## src/rtl/bmm_pkg.sv

```systemverilog
`timescale 1ns / 1ps

package bmm_pkg;

    localparam int RowSlots        = 32;
    localparam int VertW           = 5;
    localparam int ColW            = 6;
    localparam int CountW          = 6;
    localparam int EdgeW           = 32;
    localparam int MaxVertsDefault = 32;
    localparam int CfgIdxW         = 1;
    localparam int CfgW            = 6;
    localparam int SDataW          = 40;
    localparam int MDataW          = 24;
    localparam int ResultW         = 17;

    typedef enum logic [CfgIdxW-1:0] {
        CFG_LEFT_COUNT  = 1'b0,
        CFG_RIGHT_COUNT = 1'b1
    } cfg_reg_t;

    typedef struct packed {
        logic [VertW-1:0] vertex;
        logic [ColW-1:0]  next_col;
    } frame_t;

    typedef enum logic [3:0] {
        ST_IDLE,
        ST_CLEAR,
        ST_ROOT,
        ST_SCAN,
        ST_DECIDE,
        ST_POP_WAIT,
        ST_POP_LOAD,
        ST_FLIP_WAIT,
        ST_FLIP_WRITE,
        ST_OUT
    } state_t;

    typedef struct packed {
        logic load_row;
        logic run_init;
        logic root_init;
        logic scan;
        logic mark;
        logic match_top;
        logic push;
        logic pop;
        logic load_top;
        logic flip_write;
        logic next_root;
        logic count_pair;
        logic out_load;
    } cmd_t;

    typedef struct packed {
        logic root_done;
        logic found;
        logic col_taken;
        logic depth_one;
        logic depth_full;
        logic r_zero;
        logic out_done;
        logic slot_free;
    } status_t;

endpackage

```

## src/rtl/bmm_ctrl.sv

```systemverilog
`timescale 1ns / 1ps

module bmm_ctrl (
    input  logic             aclk,
    input  logic             aresetn,
    input  logic             s_tvalid,
    input  logic             s_tlast,
    output logic             s_tready,
    input  bmm_pkg::status_t status,
    output bmm_pkg::cmd_t    cmd
);

    bmm_pkg::state_t state_reg, state_next;

    always_ff @(posedge aclk) begin
        if (!aresetn) begin
            state_reg <= bmm_pkg::ST_IDLE;
        end else begin
            state_reg <= state_next;
        end
    end

    always_comb begin
        state_next = state_reg;
        cmd        = '0;
        s_tready   = 1'b0;
        unique case (state_reg)
            bmm_pkg::ST_IDLE: begin
                s_tready = 1'b1;
                if (s_tvalid) begin
                    cmd.load_row = 1'b1;
                    if (s_tlast) state_next = bmm_pkg::ST_CLEAR;
                end
            end
            bmm_pkg::ST_CLEAR: begin
                cmd.run_init = 1'b1;
                state_next   = bmm_pkg::ST_ROOT;
            end
            bmm_pkg::ST_ROOT: begin
                if (status.root_done) begin
                    state_next = bmm_pkg::ST_OUT;
                end else begin
                    cmd.root_init = 1'b1;
                    state_next    = bmm_pkg::ST_SCAN;
                end
            end
            bmm_pkg::ST_SCAN: begin
                cmd.scan   = 1'b1;
                state_next = bmm_pkg::ST_DECIDE;
            end
            bmm_pkg::ST_DECIDE: begin
                if (!status.found) begin
                    // dead end: drop this frame
                    if (status.depth_one) begin
                        cmd.next_root = 1'b1;
                        state_next    = bmm_pkg::ST_ROOT;
                    end else begin
                        cmd.pop    = 1'b1;
                        state_next = bmm_pkg::ST_POP_WAIT;
                    end
                end else begin
                    cmd.mark = 1'b1;
                    if (!status.col_taken) begin
                        // free column: augment back down the stack
                        cmd.match_top = 1'b1;
                        if (status.depth_one) begin
                            cmd.next_root  = 1'b1;
                            cmd.count_pair = 1'b1;
                            state_next     = bmm_pkg::ST_ROOT;
                        end else begin
                            cmd.pop    = 1'b1;
                            state_next = bmm_pkg::ST_FLIP_WAIT;
                        end
                    end else if (status.depth_full) begin
                        state_next = bmm_pkg::ST_SCAN;
                    end else begin
                        cmd.push   = 1'b1;
                        state_next = bmm_pkg::ST_SCAN;
                    end
                end
            end
            bmm_pkg::ST_POP_WAIT: begin
                state_next = bmm_pkg::ST_POP_LOAD;
            end
            bmm_pkg::ST_POP_LOAD: begin
                cmd.load_top = 1'b1;
                state_next   = bmm_pkg::ST_SCAN;
            end
            bmm_pkg::ST_FLIP_WAIT: begin
                state_next = bmm_pkg::ST_FLIP_WRITE;
            end
            bmm_pkg::ST_FLIP_WRITE: begin
                cmd.flip_write = 1'b1;
                if (status.depth_one) begin
                    cmd.next_root  = 1'b1;
                    cmd.count_pair = 1'b1;
                    state_next     = bmm_pkg::ST_ROOT;
                end else begin
                    cmd.pop    = 1'b1;
                    state_next = bmm_pkg::ST_FLIP_WAIT;
                end
            end
            bmm_pkg::ST_OUT: begin
                if (status.r_zero) begin
                    state_next = bmm_pkg::ST_IDLE;
                end else if (status.slot_free) begin
                    cmd.out_load = 1'b1;
                    if (status.out_done) state_next = bmm_pkg::ST_IDLE;
                end
            end
            default: begin
                state_next = bmm_pkg::ST_IDLE;
            end
        endcase
    end

endmodule

```

## src/rtl/bmm_dp.sv

```systemverilog
`timescale 1ns / 1ps

module bmm_dp #(
    parameter int MAX_VERTS = bmm_pkg::MaxVertsDefault
) (
    input  logic                        aclk,
    input  logic                        aresetn,
    input  bmm_pkg::cmd_t               cmd,
    output bmm_pkg::status_t            status,
    input  logic [bmm_pkg::VertW-1:0]   row_index,
    input  logic [bmm_pkg::EdgeW-1:0]   row_edges,
    input  logic                        cfg_we,
    input  bmm_pkg::cfg_reg_t           cfg_index,
    input  logic [bmm_pkg::CfgW-1:0]    cfg_wdata,
    output logic                        m_tvalid,
    input  logic                        m_tready,
    output logic [bmm_pkg::MDataW-1:0]  m_tdata,
    output logic                        m_tlast
);

    localparam int AW  = (MAX_VERTS > 1) ? $clog2(MAX_VERTS) : 1;
    localparam int DW  = $clog2(MAX_VERTS + 1);
    localparam int LIM = (MAX_VERTS < bmm_pkg::RowSlots) ? MAX_VERTS : bmm_pkg::RowSlots;

    localparam int VW = bmm_pkg::VertW;
    localparam int CW = bmm_pkg::ColW;
    localparam int NW = bmm_pkg::CountW;
    localparam int EW = bmm_pkg::EdgeW;

    // adjacency rows and match table
    logic [EW-1:0]        edge_mem [bmm_pkg::RowSlots];
    logic [VW-1:0]        pl_reg   [bmm_pkg::RowSlots];
    logic [EW-1:0]        pv_reg;

    // search state
    bmm_pkg::frame_t      stk_mem [MAX_VERTS];
    bmm_pkg::frame_t      rd_reg;
    bmm_pkg::frame_t      top_reg;
    logic [EW-1:0]        seen_reg;
    logic [DW-1:0]        depth_reg;
    logic [NW-1:0]        u_reg;
    logic [NW-1:0]        pairs_reg;
    logic [VW-1:0]        col_reg;
    logic                 found_reg;
    logic [VW-1:0]        v_reg;

    logic [bmm_pkg::CfgW-1:0] left_cfg_reg, right_cfg_reg;

    logic                         m_valid_reg;
    logic [bmm_pkg::ResultW-1:0]  m_data_reg;
    logic                         m_last_reg;

    logic [NW-1:0]        left_n, right_n;
    logic [EW-1:0]        row_sel, col_mask, ge_mask, cand, low;
    logic [VW-1:0]        col_enc;
    logic                 cand_any;
    logic [AW-1:0]        stk_addr;
    logic [VW-1:0]        flip_col;
    logic [bmm_pkg::ResultW-1:0] result;

    assign left_n  = (left_cfg_reg  > NW'(LIM)) ? NW'(LIM) : left_cfg_reg;
    assign right_n = (right_cfg_reg > NW'(LIM)) ? NW'(LIM) : right_cfg_reg;

    assign row_sel  = edge_mem[top_reg.vertex];
    assign col_mask = right_n[VW] ? '1 : ((EW'(1) << right_n[VW-1:0]) - EW'(1));
    assign ge_mask  = top_reg.next_col[VW] ? '0 : ('1 << top_reg.next_col[VW-1:0]);
    assign cand     = row_sel & col_mask & ~seen_reg & ge_mask;
    // isolate the lowest candidate column
    assign low      = cand & (~cand + EW'(1));
    assign cand_any = |cand;

    always_comb begin
        col_enc = '0;
        for (int i = 0; i < EW; i++) begin
            if (low[i]) col_enc = col_enc | VW'(i);
        end
    end

    assign stk_addr = AW'(depth_reg - DW'(1));
    assign flip_col = VW'(rd_reg.next_col - CW'(1));

    assign status.root_done  = (u_reg >= left_n);
    assign status.found      = found_reg;
    assign status.col_taken  = pv_reg[col_reg];
    assign status.depth_one  = (depth_reg == DW'(1));
    assign status.depth_full = (depth_reg >= DW'(MAX_VERTS));
    assign status.r_zero     = (right_n == '0);
    assign status.out_done   = ({1'b0, v_reg} == (right_n - NW'(1)));
    assign status.slot_free  = !m_valid_reg || m_tready;

    // fields from the lowest bit: right_vertex, is_matched, partner_left, match_total
    assign result = {
        (status.out_done ? pairs_reg : NW'(0)),
        (pv_reg[v_reg] ? pl_reg[v_reg] : VW'(0)),
        pv_reg[v_reg],
        v_reg
    };

    // control state
    always_ff @(posedge aclk) begin
        if (!aresetn) begin
            left_cfg_reg  <= bmm_pkg::CfgW'(bmm_pkg::RowSlots);
            right_cfg_reg <= bmm_pkg::CfgW'(bmm_pkg::RowSlots);
            pv_reg        <= '0;
            depth_reg     <= '0;
            pairs_reg     <= '0;
            u_reg         <= '0;
            v_reg         <= '0;
            m_valid_reg   <= 1'b0;
        end else begin
            if (cfg_we) begin
                unique case (cfg_index)
                    bmm_pkg::CFG_LEFT_COUNT:  left_cfg_reg  <= cfg_wdata;
                    bmm_pkg::CFG_RIGHT_COUNT: right_cfg_reg <= cfg_wdata;
                    default: ;
                endcase
            end
            if (cmd.run_init) begin
                pv_reg    <= '0;
                pairs_reg <= '0;
                u_reg     <= '0;
                v_reg     <= '0;
            end
            if (cmd.match_top)  pv_reg[col_reg]  <= 1'b1;
            if (cmd.flip_write) pv_reg[flip_col] <= 1'b1;
            if (cmd.root_init)  depth_reg <= DW'(1);
            if (cmd.push)       depth_reg <= depth_reg + DW'(1);
            if (cmd.pop)        depth_reg <= depth_reg - DW'(1);
            if (cmd.next_root)  u_reg <= u_reg + NW'(1);
            if (cmd.count_pair) pairs_reg <= pairs_reg + NW'(1);
            if (cmd.out_load) begin
                v_reg       <= v_reg + VW'(1);
                m_valid_reg <= 1'b1;
            end else if (m_tready) begin
                m_valid_reg <= 1'b0;
            end
        end
    end

    // payload
    always_ff @(posedge aclk) begin
        if (cmd.load_row) edge_mem[row_index] <= row_edges;
        if (cmd.match_top)  pl_reg[col_reg]  <= top_reg.vertex;
        if (cmd.flip_write) pl_reg[flip_col] <= rd_reg.vertex;
        if (cmd.root_init) begin
            seen_reg         <= '0;
            top_reg.vertex   <= VW'(u_reg);
            top_reg.next_col <= '0;
        end
        if (cmd.scan) begin
            col_reg   <= col_enc;
            found_reg <= cand_any;
        end
        if (cmd.mark) begin
            seen_reg[col_reg] <= 1'b1;
            top_reg.next_col  <= {1'b0, col_reg} + CW'(1);
        end
        if (cmd.push) begin
            top_reg.vertex   <= pl_reg[col_reg];
            top_reg.next_col <= '0;
        end
        if (cmd.load_top) top_reg <= rd_reg;
        if (cmd.out_load) begin
            m_data_reg <= result;
            m_last_reg <= status.out_done;
        end
    end

    // frame stack, read port follows the current depth
    always_ff @(posedge aclk) begin
        if (cmd.push) begin
            stk_mem[stk_addr] <= '{vertex: top_reg.vertex, next_col: {1'b0, col_reg} + CW'(1)};
        end
        rd_reg <= stk_mem[stk_addr];
    end

    assign m_tvalid = m_valid_reg;
    assign m_tdata  = {(bmm_pkg::MDataW - bmm_pkg::ResultW)'(0), m_data_reg};
    assign m_tlast  = m_last_reg;

endmodule

```

## src/rtl/bipartite_maximum_matching_top.sv

```systemverilog
`timescale 1ns / 1ps

// Maximum bipartite matching engine (augmenting paths, depth-first).
// Input stream: one word per adjacency row; the word with s_tlast high is
// stored and then starts a matching run over left_count x right_count.
// Rows 0..left_count-1 must have been loaded before a run.
// Output stream: one word per right vertex, ascending, m_tlast on the last
// one, which also carries the matching size.
// Config: cfg_we/cfg_index/cfg_wdata, index 0 left_count, 1 right_count;
// write only while the engine is idle.
// Throughput: rows are taken one per cycle while idle.
// A run first clears, then per left vertex starts a search, and each column
// search step is a scan then a decide; each stack frame popped or flipped
// passes a wait state before its load or write, since the stack read port is
// registered.
// Results then leave at one per cycle when m_tready stays high; a stall
// holds the output register and the engine waits, nothing is lost.
// s_tready is low from the last row until the last result is registered,
// or until the run ends when right_count is 0. Reset: synchronous, active low;
// counts go to 32, output is emptied, the match table reads as unmatched; stored rows are not cleared.
module bipartite_maximum_matching_top #(
    parameter int MAX_VERTS = bmm_pkg::MaxVertsDefault
) (
    input  logic                          aclk,
    input  logic                          aresetn,
    input  logic                          s_tvalid,
    output logic                          s_tready,
    input  logic [bmm_pkg::SDataW-1:0]    s_tdata,   // row_index, row_edges
    input  logic                          s_tlast,   // run_after
    output logic                          m_tvalid,
    input  logic                          m_tready,
    output logic [bmm_pkg::MDataW-1:0]    m_tdata,   // right_vertex, is_matched, partner_left, match_total
    output logic                          m_tlast,   // last_result
    input  logic                          cfg_we,
    input  logic [bmm_pkg::CfgIdxW-1:0]   cfg_index,
    input  logic [bmm_pkg::CfgW-1:0]      cfg_wdata
);

    bmm_pkg::cmd_t    cmd;
    bmm_pkg::status_t status;

    bmm_ctrl u_ctrl (
        .aclk     (aclk),
        .aresetn  (aresetn),
        .s_tvalid (s_tvalid),
        .s_tlast  (s_tlast),
        .s_tready (s_tready),
        .status   (status),
        .cmd      (cmd)
    );

    bmm_dp #(
        .MAX_VERTS (MAX_VERTS)
    ) u_dp (
        .aclk      (aclk),
        .aresetn   (aresetn),
        .cmd       (cmd),
        .status    (status),
        .row_index (s_tdata[bmm_pkg::VertW-1:0]),
        .row_edges (s_tdata[bmm_pkg::VertW +: bmm_pkg::EdgeW]),
        .cfg_we    (cfg_we),
        .cfg_index (bmm_pkg::cfg_reg_t'(cfg_index)),
        .cfg_wdata (cfg_wdata),
        .m_tvalid  (m_tvalid),
        .m_tready  (m_tready),
        .m_tdata   (m_tdata),
        .m_tlast   (m_tlast)
    );

`ifndef SYNTHESIS
    a_reset_empties_output : assert property (@(posedge aclk)
        !aresetn |=> !m_tvalid)
        else $error("output word valid right after reset");

    a_total_only_on_last : assert property (@(posedge aclk) disable iff (!aresetn)
        m_tvalid && !m_tlast |-> m_tdata[16:11] == 6'd0)
        else $error("match total on a word that is not the last");

    a_total_in_range : assert property (@(posedge aclk) disable iff (!aresetn)
        m_tvalid && m_tlast |-> m_tdata[16:11] <= 6'd32)
        else $error("match total out of range");

    a_unmatched_no_partner : assert property (@(posedge aclk) disable iff (!aresetn)
        m_tvalid && !m_tdata[5] |-> m_tdata[10:6] == 5'd0)
        else $error("unmatched vertex carries a partner");

    a_no_load_while_searching : assert property (@(posedge aclk) disable iff (!aresetn)
        cmd.scan || cmd.pop || cmd.flip_write |-> !s_tready)
        else $error("input taken during a matching run");
`endif

endmodule

```

## config.mk

```make
export PLATFORM = sky130hd
export DESIGN_NAME = bipartite_maximum_matching_top
export DESIGN_NICKNAME = d
export VERILOG_FILES = /design/src/rtl/bmm_pkg.sv /design/src/rtl/bmm_ctrl.sv /design/src/rtl/bmm_dp.sv /design/src/rtl/bipartite_maximum_matching_top.sv
export SDC_FILE = /design/constraint.sdc
export NUM_CORES = 2
export LEC_CHECK = 0
export ABC_AREA = 0
export BUFFER_PORTS_ARGS = -buffer_cell sky130_fd_sc_hd__buf_4
export CAP_MARGIN = 20
export CORE_AREA = 8 8 493 495
export CTS_CLUSTER_SIZE = 10
export DETAILED_ROUTE_END_ITERATION = 12
export DIE_AREA = 0 0 501 503
export PLACE_DENSITY_LB_ADDON = 0.08
export SLEW_MARGIN = 20
export SYNTH_ARGS = -nofsm -noshare
export SYNTH_HDL_FRONTEND = slang
export SYNTH_SLANG_ARGS = --single-unit
```

## constraint.sdc

```tcl
create_clock -name aclk -period 7.1 [get_ports aclk]
set_input_delay 1.065 -clock aclk [delete_from_list [all_inputs] [get_ports aclk]]
set_output_delay 1.065 -clock aclk [all_outputs]
set_load 0.005 [all_outputs]
```

==> results.sh <==
export IMPL_final_util_pct=34.35
export IMPL_slowest_delay_ps=940
export IMPL_ys_ff_latch=1691
export IMPL_fmax_mhz=194.5
export IMPL_synth_edf_count=1571
export IMPL_postCtsHoldBufs=0
export IMPL_core_area_um2=234500
export IMPL_dp_hpwl_um=137000
export IMPL_worstPathCellList="inv_1 > buf_4 > nand2_1 > inv_1 > ha_1 > nand2_1 > ha_1 > a2111oi_0 > nand4_1 > or4_1 > nor2b_1 > and2b_1 > nand3_4 > nor4_4 > a32oi_1 > nand4_1"
export IMPL_drcViolationCount=0
export IMPL_largest_reg_flops=1024
export IMPL_drive_gt1_share_pct=22.16
export IMPL_htreeDepth=4
export IMPL_dieArea_um2=252000
export IMPL_die_h_um=503
export IMPL_synth_cells=3933
export IMPL_r2r_start="u_dp.right_cfg_reg[5]$_SDFFE_PN1P_"
export IMPL_crit_start="u_dp.right_cfg_reg[5]$_SDFFE_PN1P_"
export IMPL_final_common_cell="edfxtp_1"
export IMPL_wl_um=231000
export IMPL_area_growth_pct=14.82
export IMPL_vias=38480
export IMPL_cts_repair_timing_setup_buffer_count=0
export IMPL_cp_start_kind="flip-flop"
export IMPL_final_setup_skew_ps=45.62
export IMPL_synth_seq_area_share_pct=70.66
export IMPL_whs_ps=450.3
export IMPL_cts_sinks=1691
export IMPL_worst_r2r_cell_count=16
export IMPL_avgViaCountPerCell=5.224
export IMPL_cts_resized=0
export IMPL_netlist_area_um2=70160
export IMPL_numCtsBuffers=197
export IMPL_critPathBufInv=3
export IMPL_gp_congestion=0.8662
export IMPL_worst_ep_required_time_ps=7600
export IMPL_min_period_over_period_pct=72.41
export IMPL_io_buffers=69
export IMPL_power_per_cell_area_nw_per_um2=340.9
export IMPL_io_pins=80
export IMPL_endpoint_kind="flip-flop"
export IMPL_outcome="completed"
export IMPL_ys_warn_count=0
export IMPL_peakVddDrop_mv=0.2545
export IMPL_hp_class="reg2reg"
export IMPL_slew_headroom_pct=24.73
export IMPL_cp_top_family="simple AND/OR/NAND/NOR gates"
export IMPL_layout_common_cells="1571 x edfxtp_1, 381 x mux4_2, 212 x buf_4"
export IMPL_async_flop_share_pct=0
export IMPL_regToRegEndpoint="u_dp.col_reg[1]$_SDFFCE_PP1P_"
export IMPL_cts_root_buf="clkbuf_16"
export IMPL_grt_max_degree=80
export IMPL_ys_types=92
export IMPL_clk_pin_slew_worst_paths_ps=60
export IMPL_clk_insertion_delay_late_ps=850
export IMPL_maxCapViolations=0
export IMPL_routedWlPerCell_um=31.36
export IMPL_die_width_um=501
export IMPL_crit_slowest_cell="a2111oi_0"
export IMPL_endpoint="u_dp.col_reg[1]$_SDFFCE_PP1P_"
export IMPL_fin_cells=7366
export IMPL_antenna_found_initial=19
export IMPL_critPathArrivalTime_ps=5650
export IMPL_hold_viol_final=0
export IMPL_fin_crit_ps=5141
export IMPL_overflow=0
export IMPL_critPathMaxFanout=17
export IMPL_fin_nets=4198
export IMPL_rsz0062_at_grt="no"
export IMPL_grt_pass1_wl_um=321000
export IMPL_rrSetupSlack_ps=1960
export IMPL_ant_nets=0
export IMPL_row_count=178
export IMPL_syn_area_per_cell_um2=17.84
export IMPL_path_class="reg2reg"
export IMPL_synth_top_flop_cell="edfxtp_1"
export IMPL_finalPower_w=0.02746
export IMPL_leakage_nw=25.16
export IMPL_setup_viol=0
export IMPL_slew_violations=0
export IMPL_drt_iter0_drc=3710
export IMPL_tritoncts="built"
export IMPL_worst_slew_pin_transition_ps=1117
export IMPL_grt_use_total_pct=17.92
export IMPL_fillers=22120
export IMPL_grt_pass1_vias=39200
export IMPL_path_depth=16
export IMPL_fin_tns_setup_ps=0
export IMPL_firstDrtPassIters=6
export IMPL_place_inst=7066
export IMPL_clockBufferDepth=3
export IMPL_initial_core_util_pct=29.92
[how the worst min path moves through the flow]
stage	depth (start not counted)	slack, ps	endpoint	startpoint
after floorplan	0	410	u_dp.m_data_reg[2]$_DFFE_PP_	u_dp.v_reg[2]$_SDFFE_PN0P_
after global placement	2	440	u_dp.seen_reg[7]$_DFF_P_	u_dp.seen_reg[7]$_DFF_P_
after detailed placement	2	430	u_dp.seen_reg[7]$_DFF_P_	u_dp.seen_reg[7]$_DFF_P_
after CTS	2	450	u_dp.seen_reg[7]$_DFF_P_	u_dp.seen_reg[7]$_DFF_P_
after global routing	2	470	u_dp.seen_reg[7]$_DFF_P_	u_dp.seen_reg[7]$_DFF_P_
final	2	450	u_dp.seen_reg[7]$_DFF_P_	u_dp.seen_reg[7]$_DFF_P_
[stage by stage]
step	cell area, um^2	setup WS [ps]
final	80560	1959
after global routing	80550	1756
after CTS	80540	1944
after detailed placement	74940	1957
after global placement	74860	1963
after floorplan	70180	2797
[cell type report]
class	instances	area [um^2]	share of cell area [%]
Sequential cell	1691	49610	61.58
Multi-Input combinational cell	1969	19490	24.19
Clock buffer	262	5226	6.488
Tap cell	3150	3941	4.893
Timing Repair Buffer	222	1789	2.221
Clock inverter	33	367.9	0.4566
Inverter	34	127.6	0.1584
Antenna cell	5	12.51	0.01553
[power by group]
group | internal [W] | switching, W | leakage, nW
logic | 0.00234 | 0.00415 | 7.34
clock network | 0.00517 | 0.00401 | 2.70
registers | 0.0114 | 0.000393 | 15.1
total | 0.0189 | 0.00856 | 25.2
[synthesized netlist by cell type, types with 9 or more instances]
| library cell | instances | area share [%] |
|---|---|---|
| nor2_1 | 212 | 1.1 |
| inv_1 | 33 | 0.18 |
| a21oi_1 | 73 | 0.52 |
| nor3_1 | 36 | 0.26 |
| xor2_1 | 11 | 0.14 |
| nand2b_1 | 20 | 0.18 |
| buf_1 | 38 | 0.20 |
| o22ai_1 | 20 | 0.18 |
| o211ai_1 | 9 | 0.096 |
| dfxtp_1 | 120 | 3.4 |
| mux2_2 | 16 | 0.26 |
| a22o_1 | 24 | 0.30 |
| ha_1 | 30 | 0.53 |
| mux4_2 | 381 | 12 |
| clkbuf_1 | 111 | 0.59 |
| edfxtp_1 | 1571 | 67 |
| nand3_1 | 61 | 0.44 |
| or3_1 | 17 | 0.15 |
| buf_6 | 21 | 0.34 |
| buf_2 | 29 | 0.21 |
| nor4_1 | 11 | 0.098 |
| buf_4 | 43 | 0.46 |
| o221ai_1 | 11 | 0.14 |
| or2_2 | 15 | 0.13 |
| nand3b_1 | 12 | 0.13 |
| o21ai_0 | 101 | 0.72 |
| a21boi_0 | 13 | 0.14 |
| nand4_1 | 32 | 0.29 |
| nor2b_1 | 78 | 0.70 |
| a22oi_1 | 93 | 1.0 |
| a222oi_1 | 32 | 0.46 |
| xnor2_1 | 13 | 0.16 |
| nor3b_1 | 11 | 0.12 |
| mux2i_1 | 199 | 2.8 |
| and3_1 | 19 | 0.17 |
| nand2_1 | 191 | 1.0 |
| and2_1 | 26 | 0.23 |
| a221oi_1 | 21 | 0.26 |
| a2111oi_0 | 9 | 0.11 |
| a31oi_1 | 23 | 0.21 |
[cells by family after synthesis]
logic type               count (synthesis)  share of synthesized area, %
AO/OA/AOI/OAI                          527                         5.343
multiplexers                           601                         15.51
flip-flops                            1691                         70.66
other                                    1                      0.005345
AND/OR/NAND/NOR                        780                         5.573
adder cells (fa/ha/maj)                 30                        0.5350
XOR/XNOR                                24                        0.2996
buffers and inverters                  279                         2.069
[worst reg2reg max path, cell delays in order (launching register included)]
cell and delay [ps]:
dfxtp_2 310, inv_1 40, buf_4 200, nand2_1 140, inv_1 150, ha_1 710
nand2_1 120, ha_1 300, a2111oi_0 940, nand4_1 160, or4_1 530, nor2b_1 180
and2b_1 270, nand3_4 120, nor4_4 80, a32oi_1 270, nand4_1 290
[routing by layer]
layer / track usage, % / vias up / wire, um
li1: - / 16390 / -
met1: 26.25 / 20720 / 109000
met2: 28.18 / 1090 / 106500
met3: 2.648 / 279 / 10770
met4: 4.277 / 2 / 4739
met5: 0 / - / 13
(Power assumes the default switching activity.)
